`src/rtl/egcd_pkg.sv`:
```
// ----------------------------------------------------------------------------
// egcd_pkg
// Shared types for the extended GCD unit: the command and status groups that
// pass between the controller and the datapath.
// ----------------------------------------------------------------------------
package egcd_pkg;

  typedef struct packed {
    logic load;       // take a new operand pair and reset the coefficients
    logic div_start;  // clear the divider and the product accumulators
    logic div_step;   // one restoring-division bit with product accumulation
    logic update;     // retire one Euclid step
    logic capture;    // copy the finished result into the output register
  } egcd_cmd_t;

  typedef struct packed {
    logic rem_zero;   // current remainder is zero: the sequence has ended
  } egcd_sts_t;

endpackage

```
`src/rtl/egcd_datapath.sv`:
```
// ----------------------------------------------------------------------------
// egcd_datapath
// Remainder and coefficient registers, a shared bit-serial divider, and the
// output register. The divider produces quotient bits from the top down, and
// each bit also folds the current coefficients into running products, so
// q*x and q*y are ready when the remainder is.
// ----------------------------------------------------------------------------
module egcd_datapath
  import egcd_pkg::*;
#(
  parameter int DATA_BITS = 31
) (
  input  logic                        clk,
  input  egcd_cmd_t                   cmd,
  output egcd_sts_t                   sts,
  input  logic [DATA_BITS-1:0]        first_value,
  input  logic [DATA_BITS-1:0]        second_value,
  output logic [DATA_BITS-1:0]        divisor,
  output logic signed [DATA_BITS:0]   coeff_first,
  output logic signed [DATA_BITS:0]   coeff_second
);

  logic [DATA_BITS-1:0] rem_old_r, rem_cur_r;
  logic [DATA_BITS:0]   xs_old_r, xs_cur_r, ys_old_r, ys_cur_r;
  logic [DATA_BITS-1:0] part_r;    // partial remainder of the divider
  logic [DATA_BITS-1:0] dvd_r;     // dividend, shifted out from the top
  logic [DATA_BITS:0]   accx_r, accy_r;
  logic [DATA_BITS-1:0] out_div_r;
  logic [DATA_BITS:0]   out_x_r, out_y_r;

  logic [DATA_BITS:0]   trial;
  logic                 fits;
  logic [DATA_BITS:0]   trial_sub;
  logic [DATA_BITS-1:0] part_nxt;
  logic [DATA_BITS:0]   accx_nxt, accy_nxt;

  always_comb begin
    trial     = {part_r, dvd_r[DATA_BITS-1]};
    fits      = (trial >= {1'b0, rem_cur_r});
    trial_sub = trial - {1'b0, rem_cur_r};
    // The partial remainder stays below the divisor, so it fits the data width.
    part_nxt  = fits ? trial_sub[DATA_BITS-1:0] : trial[DATA_BITS-1:0];
    accx_nxt  = {accx_r[DATA_BITS-1:0], 1'b0} + (fits ? xs_cur_r : '0);
    accy_nxt  = {accy_r[DATA_BITS-1:0], 1'b0} + (fits ? ys_cur_r : '0);
  end

  always_ff @(posedge clk) begin
    if (cmd.load) begin
      rem_old_r <= first_value;
      rem_cur_r <= second_value;
      xs_old_r  <= (DATA_BITS+1)'(1);
      xs_cur_r  <= '0;
      ys_old_r  <= '0;
      ys_cur_r  <= (DATA_BITS+1)'(1);
    end else if (cmd.update) begin
      rem_old_r <= rem_cur_r;
      rem_cur_r <= part_r;
      xs_old_r  <= xs_cur_r;
      xs_cur_r  <= xs_old_r - accx_r;
      ys_old_r  <= ys_cur_r;
      ys_cur_r  <= ys_old_r - accy_r;
    end

    if (cmd.div_start) begin
      part_r <= '0;
      dvd_r  <= rem_old_r;
      accx_r <= '0;
      accy_r <= '0;
    end else if (cmd.div_step) begin
      part_r <= part_nxt;
      dvd_r  <= {dvd_r[DATA_BITS-2:0], 1'b0};
      accx_r <= accx_nxt;
      accy_r <= accy_nxt;
    end

    if (cmd.capture) begin
      out_div_r <= rem_old_r;
      out_x_r   <= xs_old_r;
      out_y_r   <= ys_old_r;
    end
  end

  assign sts.rem_zero = (rem_cur_r == '0);
  assign divisor      = out_div_r;
  assign coeff_first  = $signed(out_x_r);
  assign coeff_second = $signed(out_y_r);

endmodule

```
`src/rtl/egcd_ctrl.sv`:
```
// ----------------------------------------------------------------------------
// egcd_ctrl
// Sequencer for the extended GCD unit. It loads an operand pair, runs one
// Euclid step after another through the shared divider until the remainder
// is zero, and hands the result to the output register.
// ----------------------------------------------------------------------------
module egcd_ctrl
  import egcd_pkg::*;
#(
  parameter int DATA_BITS = 31
) (
  input  logic      clk,
  input  logic      rst_n,
  input  logic      in_valid,
  output logic      in_stall,
  output logic      out_valid,
  input  logic      out_stall,
  output egcd_cmd_t cmd,
  input  egcd_sts_t sts
);

  localparam int CNT_BITS = $clog2(DATA_BITS);

  typedef enum logic [2:0] {
    S_IDLE,
    S_CHECK,
    S_DIV,
    S_UPDATE,
    S_HOLD
  } state_t;

  state_t              state_r, state_nxt;
  logic [CNT_BITS-1:0] cnt_r, cnt_nxt;
  logic                out_valid_r, out_valid_nxt;
  logic                out_free;

  // The output register can take a result if it is empty or being emptied.
  assign out_free = !out_valid_r || !out_stall;

  always_comb begin
    state_nxt = state_r;
    cnt_nxt   = cnt_r;
    cmd       = '0;
    case (state_r)
      S_IDLE: begin
        if (in_valid) begin
          cmd.load  = 1'b1;
          state_nxt = S_CHECK;
        end
      end
      S_CHECK: begin
        if (sts.rem_zero) begin
          if (out_free) begin
            cmd.capture = 1'b1;
            state_nxt   = S_IDLE;
          end else begin
            state_nxt = S_HOLD;
          end
        end else begin
          cmd.div_start = 1'b1;
          cnt_nxt       = CNT_BITS'(DATA_BITS - 1);
          state_nxt     = S_DIV;
        end
      end
      S_DIV: begin
        cmd.div_step = 1'b1;
        if (cnt_r == '0) begin
          state_nxt = S_UPDATE;
        end else begin
          cnt_nxt = cnt_r - 1'b1;
        end
      end
      S_UPDATE: begin
        cmd.update = 1'b1;
        state_nxt  = S_CHECK;
      end
      S_HOLD: begin
        if (out_free) begin
          cmd.capture = 1'b1;
          state_nxt   = S_IDLE;
        end
      end
      default: begin
        state_nxt = S_IDLE;
      end
    endcase

    if (cmd.capture) begin
      out_valid_nxt = 1'b1;
    end else if (out_valid_r && !out_stall) begin
      out_valid_nxt = 1'b0;
    end else begin
      out_valid_nxt = out_valid_r;
    end
  end

  always_ff @(posedge clk) begin
    if (!rst_n) begin
      state_r     <= S_IDLE;
      cnt_r       <= '0;
      out_valid_r <= 1'b0;
    end else begin
      state_r     <= state_nxt;
      cnt_r       <= cnt_nxt;
      out_valid_r <= out_valid_nxt;
    end
  end

  assign in_stall  = (state_r != S_IDLE);
  assign out_valid = out_valid_r;

  // An accepted item closes the input until its result has been handed over.
  a_busy_after_accept: assert property (@(posedge clk) disable iff (!rst_n)
    (in_valid && !in_stall) |=> in_stall)
    else $error("input accepted while an item was still in progress");

  // The bit counter is idle outside the division.
  a_cnt_idle: assert property (@(posedge clk) disable iff (!rst_n)
    (state_r != S_DIV) |-> (cnt_r == '0))
    else $error("divider bit counter not at rest outside division");

  // A step is only retired against a nonzero divisor.
  a_update_nonzero: assert property (@(posedge clk) disable iff (!rst_n)
    (state_r == S_UPDATE) |-> !sts.rem_zero)
    else $error("Euclid step retired with zero divisor");

  // A result appears only once the remainder sequence has ended.
  a_result_done: assert property (@(posedge clk) disable iff (!rst_n)
    $rose(out_valid_r) |-> $past(sts.rem_zero))
    else $error("result presented before the remainder reached zero");

  // A waiting result is never overwritten.
  a_no_overwrite: assert property (@(posedge clk) disable iff (!rst_n)
    cmd.capture |-> out_free)
    else $error("output register overwritten while stalled");

endmodule

```
`src/rtl/extended_gcd_unit.sv`:
```
// ----------------------------------------------------------------------------
// extended_gcd_unit
// Extended Euclidean algorithm: gcd of two unsigned operands and the Bezout
// coefficients x, y with first*x + second*y = gcd.
//
// Input channel: in_valid / in_stall with in_first_value and in_second_value.
// An item is taken when in_valid is high and in_stall is low. in_stall is
// high from the cycle after an item is taken until that item's result has
// been written into the output register.
// Output channel: out_valid / out_stall with out_divisor, out_coeff_first and
// out_coeff_second (two's complement). The result stays in the output
// register until it is taken, and a new item may be accepted meanwhile.
// Each Euclid step runs the shared bit-serial divider over all DATA_BITS
// quotient bits, between a check and an update state; 31-bit operands need
// at most 45 steps (neighbouring Fibonacci numbers, smaller first). A zero
// second operand skips the divider. The next item can be taken in the cycle
// its predecessor's result appears. If the receiver stalls with a result
// still held, the next finished result waits in the unit and no further
// item is accepted.
// Reset (synchronous, rst_n low) returns the unit to idle with no result
// pending.
// ----------------------------------------------------------------------------
module extended_gcd_unit
  import egcd_pkg::*;
#(
  parameter int DATA_BITS = 31
) (
  input  logic                      clk,
  input  logic                      rst_n,
  input  logic                      in_valid,
  output logic                      in_stall,
  input  logic [DATA_BITS-1:0]      in_first_value,
  input  logic [DATA_BITS-1:0]      in_second_value,
  output logic                      out_valid,
  input  logic                      out_stall,
  output logic [DATA_BITS-1:0]      out_divisor,
  output logic signed [DATA_BITS:0] out_coeff_first,
  output logic signed [DATA_BITS:0] out_coeff_second
);

  egcd_cmd_t cmd;
  egcd_sts_t sts;

  egcd_ctrl #(
    .DATA_BITS (DATA_BITS)
  ) u_ctrl (
    .clk       (clk),
    .rst_n     (rst_n),
    .in_valid  (in_valid),
    .in_stall  (in_stall),
    .out_valid (out_valid),
    .out_stall (out_stall),
    .cmd       (cmd),
    .sts       (sts)
  );

  egcd_datapath #(
    .DATA_BITS (DATA_BITS)
  ) u_datapath (
    .clk          (clk),
    .cmd          (cmd),
    .sts          (sts),
    .first_value  (in_first_value),
    .second_value (in_second_value),
    .divisor      (out_divisor),
    .coeff_first  (out_coeff_first),
    .coeff_second (out_coeff_second)
  );

endmodule
```
`config.mk`:
```
export PLATFORM = sky130hd
export DESIGN_NAME = extended_gcd_unit
export DESIGN_NICKNAME = d
export VERILOG_FILES = /design/src/rtl/egcd_pkg.sv /design/src/rtl/egcd_datapath.sv /design/src/rtl/egcd_ctrl.sv /design/src/rtl/extended_gcd_unit.sv
export SDC_FILE = /design/constraint.sdc
export NUM_CORES = 1
export LEC_CHECK = 0
export BUFFER_PORTS_ARGS = -buffer_cell sky130_fd_sc_hd__buf_4
export CAP_MARGIN = 20
export CORE_ASPECT_RATIO = 0.9
export CORE_MARGIN = 5
export CORE_UTILIZATION = 58
export DETAILED_ROUTE_END_ITERATION = 12
export GPL_ROUTABILITY_DRIVEN = 0
export GPL_TIMING_DRIVEN = 0
export HOLD_SLACK_MARGIN = 0.15
export PLACE_DENSITY_LB_ADDON = 0.1
export SLEW_MARGIN = 40
export SYNTH_ARGS = -nofsm -noshare
export SYNTH_HDL_FRONTEND = slang
export SYNTH_SLANG_ARGS = --single-unit
```
`constraint.sdc`:
```
create_clock -name clk -period 10 [get_ports clk]
set_input_delay 1.5 -clock clk [delete_from_list [all_inputs] [get_ports clk]]
set_output_delay 1.5 -clock clk [all_outputs]
set_load 0.1 [all_outputs]
```
Word level (Yosys, flattened, before mapping)

Cells that the tools add are included.

$add $sub $neg: 6
Order comparisons: 1
Eq/ne operators: 9
Muxes and demuxes: 29
Reductions and logical operators: 14

Operators with widths:

| kind                                                                   | count |
|---|---|
| 31-bit 2-to-1 mux                                                      | 7 |
| 32-bit adder                                                           | 2 |
| 32-bit 2-to-1 mux                                                      | 2 |
| 32-bit subtractor                                                      | 2 |
| 32-bit by 31-bit >= comparator with 1-bit output                       | 1 |
| 31-bit logical NOT                                                     | 1 |
| 31-bit subtractor                                                      | 1 |
| 3-bit 2-to-1 mux                                                       | 5 |
| 3-bit case mux with 5 select lines                                     | 1 |
| 1-bit 2-to-1 mux                                                       | 10 |
| 5-bit 2-to-1 mux                                                       | 2 |
| 5-bit case mux with 2 select lines                                     | 1 |
| 2-bit nonzero test                                                     | 4 |
| 3-bit by 2-bit equality test with 1-bit output (second input constant) | 2 |
| 2-bit != test (second input constant)                                  | 3 |
| 3-bit AND reduction                                                    | 2 |
| 5-bit logical NOT                                                      | 1 |
| 5-bit by 1-bit subtractor with 5-bit output (second input constant)    | 1 |
| 2-bit by 1-bit != test with 1-bit output (second input constant)       | 2 |
| 3-bit by 1-bit equality test with 1-bit output (second input constant) | 1 |
| 3-bit equality test (second input constant)                            | 1 |
| 3-bit logical NOT                                                      | 1 |
| 3-bit nonzero test                                                     | 1 |
| 1-bit logical NOT                                                      | 2 |
| 3 further kinds                                                        | 3 |

Flip-flop bits (word level): 420
Bits of input ports: 66
Output and inout port bits: 97
Logic and storage cells: 75

Logic depth before layout (Yosys ltp)

Gate-level depths: netlist of the first run.

Depth after elaboration: 6
Mapped depth: 24
Mapped depth without buffers: 22

Modules after synthesis

From an unflattened synthesis of the first run, not the netlist that was laid out.

Cell total of the unflattened synthesis: 2351
Area total of the unflattened synthesis: 23127.2 um^2

Modules (own cells, without submodules):

| module        | instances | cells an instance | area an instance (um^2) | sequential area each (um^2) |
|---|---|---|---|---|
| egcd_datapath | 1         | 2300              | 22646.7                 | 10109.7 |
| egcd_ctrl     | 1         | 51                | 480.5                   | 180.2 |

Least setup slack after synthesis of the first run

No wires, ideal clock.

Path kind: input to register
Start point: input out_stall
End point: register u_datapath.out_x_r[0], in the netlist u_datapath.coeff_first[0], enable pin
Library setup time: 0.580 ns
Arrival: 6.109 ns
Required time: 9.420 ns
Path slack: 3.311 ns
Cell stages on the path: 1
Path buffers: 0
Cell sequence: a21oi_1

Cells in the longest elaborated chain, start to end: 5

RTL lines:

| element                              | RTL line                         | text |
|---|---|---|
| start: declaration                   | extended_gcd_unit.sv:35          | `input logic out_stall,` |
| 1-bit logical NOT *                  | egcd_ctrl.sv:38                  | `assign out_free = !out_valid_r \|\| !out_stall;` |
| 1-bit logical OR *                   | egcd_ctrl.sv:38                  |  |
| 1-bit 2-to-1 mux *                   | egcd_ctrl.sv:53, egcd_ctrl.sv:78 |  |
| 1-bit 2-to-1 mux                     | egcd_ctrl.sv:52                  | `if (sts.rem_zero) begin` |
| 1-bit case mux with 2 select lines * | egcd_ctrl.sv:44                  | `case (state_r)` |
| end signal: assignment               | egcd_datapath.sv:78              | `out_x_r <= xs_old_r;` |
| end: declaration                     | egcd_datapath.sv:29              | `logic [DATA_BITS:0] out_x_r, out_y_r;` |

Mark *: on every way between the ends. The rest lies on a longest branch, timed or not.
A chain may end at the register's enable or synchronous reset.

Worst setup path in the final report of the first run

Start point: register u_datapath.rem_cur_r[0]
End point: register u_datapath.accx_r[31]

Cells in the longest elaborated chain, start to end: 3
Elaborated cells between the ends (all ways): 6
Those cells by class: add/sub: 1; order compare: 1; mux: 3; reduce/logical: 1

RTL lines:

| element                                                                                | RTL line                                 | text |
|---|---|---|
| start: declaration                                                                     | egcd_datapath.sv:23                      | `logic [DATA_BITS-1:0] rem_old_r, rem_cur_r;` |
| start signal: assignment                                                               | egcd_datapath.sv:50                      | `rem_cur_r <= second_value;` |
| start signal: assignment                                                               | egcd_datapath.sv:57                      | `rem_cur_r <= part_r;` |
| 32-bit by 31-bit >= comparator with 1-bit output or 31-bit logical NOT (tied branches) | egcd_datapath.sv:39, egcd_datapath.sv:83 |  |
| 32-bit 2-to-1 mux or 1-bit 2-to-1 mux (tied branches)                                  | egcd_datapath.sv:43, egcd_ctrl.sv:52     |  |
| 32-bit adder or 1-bit 2-to-1 mux (tied branches)                                       | egcd_datapath.sv:43, egcd_ctrl.sv:44     |  |
| end signal: assignment                                                                 | egcd_datapath.sv:72                      | `accx_r <= accx_nxt;` |
| end: declaration                                                                       | egcd_datapath.sv:27                      | `logic [DATA_BITS:0] accx_r, accy_r;` |

Parallel ways exist; a longest one is shown, timed or not.

==> summary.txt, run 1 <==
Layout
  • Non-filler instance count after layout: 3213
  • Post-synthesis to final-layout area growth: 15.1%
  • Count of nets after finishing: 2879
  • Fraction of final layout cells with drive strength greater than 1: 11.9%

Critical path
  • Maximum single-stage delay on the critical path: 0.49 ns
  • R2R cell count: 23
  • Critical Path AT: 7.00 ns
  • Critical path, cell by cell: ha_1, fa_1, nor2b_1, o31a_1, o21ai_2, o21ai_2, o2111ai_1, a22oi_2, buf_2, clkbuf_1, and2_1, ha_1, clkbuf_1, a21oi_1, o211ai_1, a21boi_0, o211ai_1, o221ai_1, o21ai_1, a41oi_1, o21ai_1, xnor2_1, o21ai_1
  • Slowest cell on the critical path: a22oi_2
  • Buffers and inverters on the worst path: 3
  • Number of logic stages on the critical path including buffering: 23
  • Critical path endpoint category: register
  • Largest fanout on the critical path: 10
  • Reg-to-Reg End: u_datapath.accx_r[31]$_SDFFE_PP0P_
  • Family with the most delay on the worst path: compound AO/OA/AOI/OAI gates
  • Worst Setup SP: u_datapath.rem_cur_r[0]$_DFFE_PP_
  • Crit path capture: u_datapath.accx_r[31]$_SDFFE_PP0P_
  • Most numerous cell on the critical path: o21ai_1
  • Required time of the worst setup path: 10.45 ns
  • Crit path launch type: register
  • Category of the critical setup timing path: register to register
  • Setup slack on the worst flop-to-flop path: 3.45 ns
  • Critical R2R Launch: u_datapath.rem_cur_r[0]$_DFFE_PP_

Die
  • Floorplan Core Area: 38500 um^2
  • DIE WIDTH: 218 um
  • Boundary pin count: 163
  • Die Footprint: 43100 um^2
  • Effective utilization at floorplan: 58.9%
  • Standard-cell row count: 68
  • Die span in y: 198 um

Pwr
  • Pwr Density: 154 nW/um^2
  • VDD IR max: 0.108 mV
  • P_leak: 10.5 nW

Clocking
  • H-tree lvl count: 2
  • CTS tree: done
  • Maximum buffer depth of the clock tree: 3
  • Hold buffers post-CTS: 0
  • Worst skew pair latency: 0.58 ns
  • Total of cells resized after clock tree synthesis: 0
  • Root cell of the clock tree: clkbuf_16
  • Clock buffers created by TritonCTS: 43
  • Post CTS Setup Buffer Count: 0
  • Clock-pin slew on the worst setup and hold paths: 0.06 ns
  • Clock sink count: 420

Routing
  • Detailed router's first-iteration violation count: 1510
  • Remaining design rule violation count: 0
  • Routed WL: 62.7 mm
  • Count of antenna-violating nets left after detailed routing: 0
  • Routed via count divided by cell count: 5.91
  • Drt wl/cell: 19.5 um
  • Via count of the routed design: 18985
  • Detailed-router iteration count before antenna repair: 7

Synth
  • Post-synthesis adder-cell area fraction: 9.00%
  • Fraction of synthesized cell area in xor and xnor cells: 4.99%
  • Post-synthesis compound-gate area fraction: 19.0%
  • Flip-flop and latch count after synthesis: 420
  • Count of different cell masters after synthesis: 72
  • Post-Syn Instances: 2439
  • Dominant combinational cell family by area after synthesis: compound AO/OA/AOI/OAI gates
  • EDFF count, synth: 188
  • Yosys warns: 0
  • Proportion of synthesized chip area in sequential cells: 45.4%
  • Mean post-synth cell area: 9.29 um^2
  • Main synth FF type: dfxtp_1
  • Proportion of register bits with asynchronous set or reset after synthesis: 0%
  • Multiplexer area fraction after synthesis: 2.65%
  • Syn nets: 2665
  • Share of synthesized cell area in and, or, nand and nor gates: 15.0%
  • Post-synthesis instance area: 22700 um^2

GRT
  • Congestion Overflow GR: 0
  • Global-route usage over all layers: 28.4%
  • GRT busiest layer: met2
  • Met3 layer usage reported by global route: 3.94%
  • M2 GR Usage: 47.0%
  • Via count of the first global-routing pass: 18522
  • Antenna violations before repair: 1
  • Pin count of the biggest net entering global routing: 34
  • Met1 layer usage reported by global route: 38.6%
  • Global-route wire length before repair: 98.2 mm

Timing
  • Number of hold-slack violations in the final timing report: 0
  • Pin slew with the least headroom to its limit: 0.897 ns
  • Peak Freq: 153 MHz
  • Setup Viol. Count Final: 0
  • Post-route clock period utilization: 65.5%
  • Worst Skew: 0.0136 ns
  • RSZ-0062 raised after global routing: no
  • Slew Limit Headroom: 40.2%
  • Max Slew Vio Count: 0
  • Minimum clock period: 6.55 ns
  • Total Negative Setup Slacks: 0 ns

Flow run
  • Max Cap Violations: 0

Outcome
  • Run status: complete, no violations

Worst hold path
  • Path category of the worst min-delay check: register to register

Place
  • # port buffers: 162
  • Cell total after placement: 3133
  • Final HPWL DP: 46.6 mm
## stage by stage
stage	power (W)	worst slack [ns]	hold WS (ns)	instance area [um^2]	utilization [%]
finish	0.00400	3.45	0.443	26100	67.8
global route	0.00413	3.04	0.461	26100	67.8
CTS	0.00401	3.58	0.445	26100	67.8
detailed placement	0.00242	3.62	0.431	24700	64.2
global placement	0.00240	0.656	0.429	24500	63.8
floorplan	0.00223	3.31	0.408	22700	-
## routing by layer
metal,vias to the layer above,share of wire [%]
met5,-,0
met4,0,3.0
met3,123,7.4
met2,713,46
met1,9065,43
li1,9084,-
## flip-flops by register name, indices dropped and copies added (netlist names)
signal                   flops
u_datapath.dvd_r            31
u_datapath.coeff_second     32
u_ctrl.state_r               3
u_datapath.accy_r           32
u_datapath.part_r           31
u_datapath.ys_cur_r         32
u_datapath.ys_old_r         32
u_ctrl.out_valid             1
u_datapath.accx_r           32
u_datapath.coeff_first      32
u_datapath.rem_cur_r        31
u_ctrl.cnt_r                 5
u_datapath.rem_old_r        31
u_datapath.xs_old_r         32
u_datapath.divisor          31
u_datapath.xs_cur_r         32
## cells by family (layout without fill, tap and decap cells)
| family | Yosys count | in the layout |
|---|---|---|
| xor+xnor | 129 | 129 |
| other cells | 0 | 2 |
| compound gates | 676 | 676 |
| fa+ha+maj | 160 | 160 |
| buf+inv | 240 | 487 |
| flops | 420 | 420 |
| mux | 56 | 56 |
| simple gates | 758 | 758 |
## cells in the final DEF, fill, tap and decap left out, types with 85 or more instances in the layout
master,Yosys,final
ha_1,155,155
clkbuf_1,92,95
nand2_1,423,423
edfxtp_1,188,188
o21ai_0,161,161
buf_4,1,163
a21oi_1,219,218
xnor2_1,85,85
inv_1,137,136
dfxtp_1,232,232
## power breakdown
group	switching (W)	total [W]	internal (W)
registers	0.0000424	0.00193	0.00189
clock network	0.000683	0.00161	0.000931
logic	0.000311	0.000458	0.000147
total	0.00104	0.00400	0.00297
## worst min-delay path by stage
stage / start / endpoint / depth (start not counted)
final: u_datapath.rem_old_r[9]$_DFFE_PP_ / u_datapath.divisor[9]$_DFFE_PP_ / 0
after CTS: u_datapath.rem_old_r[9]$_DFFE_PP_ / u_datapath.divisor[9]$_DFFE_PP_ / 0
after detailed placement: u_datapath.rem_old_r[9]$_DFFE_PP_ / u_datapath.divisor[9]$_DFFE_PP_ / 0
after global routing: u_datapath.rem_old_r[15]$_DFFE_PP_ / u_datapath.divisor[15]$_DFFE_PP_ / 0
after floorplan: u_datapath.xs_old_r[0]$_SDFFE_PP1P_ / u_datapath.coeff_first[0]$_DFFE_PP_ / 0
after global placement: u_datapath.rem_old_r[7]$_DFFE_PP_ / u_datapath.divisor[7]$_DFFE_PP_ / 0
## worst reg2reg max path, cell delays in order, from the launching register on
cell and delay (ns):
edfxtp_1 0.48, ha_1 0.27, fa_1 0.48, nor2b_1 0.16, o31a_1 0.21, o21ai_2 0.13, o21ai_2 0.33, o2111ai_1 0.21
a22oi_2 0.49, buf_2 0.42, clkbuf_1 0.38, and2_1 0.19, ha_1 0.22, clkbuf_1 0.19, a21oi_1 0.25, o211ai_1 0.13
a21boi_0 0.34, o211ai_1 0.23, o221ai_1 0.36, o21ai_1 0.16, a41oi_1 0.31, o21ai_1 0.19, xnor2_1 0.22, o21ai_1 0.08
## layout make-up
cell class / count / area (um^2)
tap: 525 / 657
multi-input combinational: 1779 / 11500
timing repair buffer: 169 / 1330
antenna: 2 / 5.00
inverter: 137 / 517
clock inverter: 17 / 163
sequential: 420 / 10300
fill: 3131 / 12400
buffer: 103 / 408
clock buffer: 61 / 1230
## synthesized netlist by cell type, types with 16 or more instances
library cell / instances / area, um^2
nand3_1: 68 / 340
o21ai_1: 16 / 80.1
mux2_2: 31 / 349
a21oi_1: 219 / 1100
o21ai_0: 161 / 806
xnor2_1: 85 / 744
a21o_1: 69 / 518
and2_1: 75 / 469
nor3_1: 21 / 105
ha_1: 155 / 1940
edfxtp_1: 188 / 5650
nor2_1: 76 / 285
xor2_1: 44 / 385
nor2b_1: 19 / 119
o21a_1: 17 / 128
dfxtp_1: 232 / 4640
mux2i_1: 25 / 250
clkbuf_1: 92 / 345
nand4_1: 18 / 113
nand2b_1: 17 / 106
o21bai_1: 19 / 143
nand2_1: 423 / 1590
a211oi_1: 20 / 150
o22ai_1: 28 / 175
inv_1: 137 / 514
No activity file was read; power rests on OpenSTA's default activity.
==> run 2: changes to the inputs <==
==> constraint.sdc (replaced) <==
create_clock -name clk -period 6.7 [get_ports clk]
set_input_delay 1.005 -clock clk [delete_from_list [all_inputs] [get_ports clk]]
set_output_delay 1.005 -clock clk [all_outputs]
set_load 0.1 [all_outputs]
==> run 2 against run 1 <==
Die area did not move; worst hold slack is essentially flat; global-route usage stayed put; cell count about the same; utilization increased by 0.058 points; critical path type unchanged; critical endpoint unchanged; largest cell class unchanged; largest power group unchanged; highest routed layer is now met5.
==> summary.txt, run 2 (synthesis results as in run 1) <==
Timing
  • Slew Limit Headroom: 40.6% (+0.37 points)
  • Setup Viol. Count Final: 0 (unchanged)
  • Least setup slack across all paths after layout: 0.337 ns (-3.11 ns)
  • Post-route clock period utilization: 95.0% (+29 points)
  • Pin slew with the least headroom to its limit: 0.891 ns (-0.00551 ns)
  • Minimum clock period: 6.36 ns (-0.186 ns)
  • Total Negative Setup Slacks: 0 ns (unchanged)
  • RSZ-0062 raised after global routing: yes
  • Peak Freq: 157 MHz (+2.9%)
  • Max Slew Vio Count: 0 (unchanged)
  • Worst Skew: 0.0125 ns (-0.00111 ns)
  • Number of hold-slack violations in the final timing report: 0 (unchanged)

Layout
  • Utilization after layout: 67.9% (about the same)
  • Commonest non-fill, non-tap cells in the layout: 423 x nand2_1, 232 x dfxtp_1, 218 x a21oi_1
  • Non-filler instance count after layout: 3215 (+0.062%)
  • Final cell area excluding filler cells: 26100 um^2 (about the same)
  • Most common cell after layout, fill and taps aside: nand2_1
  • Fraction of final layout cells with drive strength greater than 1: 12.0% (+0.17 points)
  • Post-synthesis to final-layout area growth: 15.2% (about the same)
  • Count of nets after finishing: 2882 (+0.10%)
  • Count of filler cells inserted in the layout: 3130 (-0.032%)

Routing
  • Met3 Routed Length: 4.55 mm (-1.9%)
  • Met1 Wirelength: 27.2 mm (-0.28%)
  • Count of antenna-violating nets left after detailed routing: 0 (unchanged)
  • Highest metal used: met5
  • Detailed router's first-iteration violation count: 1456 (-3.6%)
  • Remaining design rule violation count: 0 (unchanged)
  • Routed via count divided by cell count: 5.89 (-0.33%)
  • Routed met2 length: 28.9 mm (-0.20%)
  • Via count of the routed design: 18935 (-0.26%)
  • Drt wl/cell: 19.5 um (-0.28%)
  • Routed WL: 62.6 mm (-0.22%)
  • Detailed-router iteration count before antenna repair: 5 (-2)

Critical path
  • Critical path endpoint category: register
  • Slowest cell on the critical path: edfxtp_1
  • Category of the critical setup timing path: register to register
  • Critical Path AT: 6.81 ns (-0.19 ns)
  • Maximum single-stage delay on the critical path: 0.48 ns (about the same)
  • Crit path launch type: register
  • R2R cell count: 22 (-4.3%)
  • Largest fanout on the critical path: 10 (unchanged)
  • Required time of the worst setup path: 7.14 ns (-3.31 ns)
  • Critical path, cell by cell: ha_1, fa_1, nor2b_1, o31a_1, o21ai_2, o21ai_2, o2111ai_1, a22oi_2, buf_2, clkbuf_1, and2_1, ha_1, a21oi_1, o21ba_2, a21boi_0, o211ai_1, o221ai_1, o21ai_1, a41oi_1, o21ai_1, xnor2_1, o21ai_1
  • Most numerous cell on the critical path: o21ai_1

Worst hold path
  • Path category of the worst min-delay check: register to register
  • Instance count along the most critical hold path: 0 (unchanged)

Clocking
  • Clock-pin slew on the worst setup and hold paths: 0.06 ns (about the same)
  • Clock buffers created by TritonCTS: 43 (unchanged)
  • Clock sink count: 420 (unchanged)
  • Root cell of the clock tree: clkbuf_16
  • H-tree lvl count: 2 (unchanged)
  • Hold buffers post-CTS: 0 (unchanged)
  • CTS tree: done
  • Maximum buffer depth of the clock tree: 3 (unchanged)
  • Worst skew pair latency: 0.58 ns (about the same)

Pwr
  • VDD IR max: 0.161 mV (+49%)
  • Pwr Density: 229 nW/um^2 (+49%)
  • P_leak: 10.5 nW (+0.22%)

Flow run
  • Max Cap Violations: 0 (unchanged)

Place
  • Instance area after placement: 24700 um^2 (unchanged)
  • # port buffers: 162 (unchanged)
  • Final HPWL DP: 46.6 mm (unchanged)
  • Cell total after placement: 3133 (unchanged)
  • Post-placement setup slack: 0.322 ns (-3.30 ns)

GRT
  • Global-route usage over all layers: 28.4% (unchanged)
  • Global-route wire length before repair: 98.2 mm (unchanged)
  • Congestion Overflow GR: 0 (unchanged)
  • Pin count of the biggest net entering global routing: 34 (unchanged)
  • Via count of the first global-routing pass: 18522 (unchanged)
  • Antenna violations before repair: 1 (unchanged)

Die
  • Floorplan Core Area: 38500 um^2 (unchanged)
  • DIE WIDTH: 218 um (unchanged)
  • Effective utilization at floorplan: 58.9% (unchanged)
  • Die span in y: 198 um (unchanged)
  • Die Footprint: 43100 um^2 (unchanged)
  • Standard-cell row count: 68 (unchanged)
  • Boundary pin count: 163 (unchanged)

Outcome
  • Run status: complete, no violations
## run 2: per-layer routing
layer / GRT usage, % / vias to the layer above
met1: 38.6 / 9028
met4: 9.95 / 2
met3: 3.94 / 128
met5: 0 / -
li1: - / 9090
met2: 47.0 / 687
## run 2: final timing paths
path | from | end | slack (ns)
max | u_datapath.rem_cur_r[0]$_DFFE_PP_ | u_datapath.accx_r[31]$_SDFFE_PP0P_ | 0.34
min | u_datapath.rem_old_r[9]$_DFFE_PP_ | u_datapath.divisor[9]$_DFFE_PP_ | 0.44
max reg2reg | u_datapath.rem_cur_r[0]$_DFFE_PP_ | u_datapath.accx_r[31]$_SDFFE_PP0P_ | 0.34
min reg2reg | u_datapath.rem_old_r[9]$_DFFE_PP_ | u_datapath.divisor[9]$_DFFE_PP_ | 0.44
## run 2: timing repair
action,CTS,global route
endpoints found under the hold margin,0,0
setup buffers,0,3
setup endpoints to repair,0,7
resized for setup,0,4
## run 2: final cells by class
type                    instances  area (um^2)  area share, %
clock buffers                  61         1230           4.70
well taps                     525          657           2.52
flip-flops and latches        420        10300           39.4
inverters                     137          517           1.98
plain buffers                 103          410           1.57
clock inverters                17          163          0.623
diodes                          1         2.50        0.00959
multi-input cells            1779        11500           44.0
repair buffers                172         1350           5.19
## run 2: worst max-delay path: cells and delay by family (launching register included)
family	cells	cell delay (ns)
DFF	1	0.48
and+or+nand+nor	2	0.34
adders and majority gates	3	1.03
AOI/OAI and AO/OA	14	3.44
xor gates and xnor gates	1	0.21
buffers and inverters	2	0.73
## run 2: where the power goes
| part | total (W) | internal, W | switching [W] |
|---|---|---|---|
| clock network | 0.00240 | 0.00139 | 0.00101 |
| logic | 0.000683 | 0.000219 | 0.000464 |
| registers | 0.00288 | 0.00282 | 0.0000628 |
## run 2: metrics by stage
step | total power [W] | hold WS [ns]
2_1_floorplan | 0.00333 | 0.408
3_3_place_gp | 0.00358 | 0.429
3_5_place_dp | 0.00360 | 0.431
4_1_cts | 0.00598 | 0.445
5_1_grt | 0.00616 | 0.461
6_report | 0.00597 | 0.443
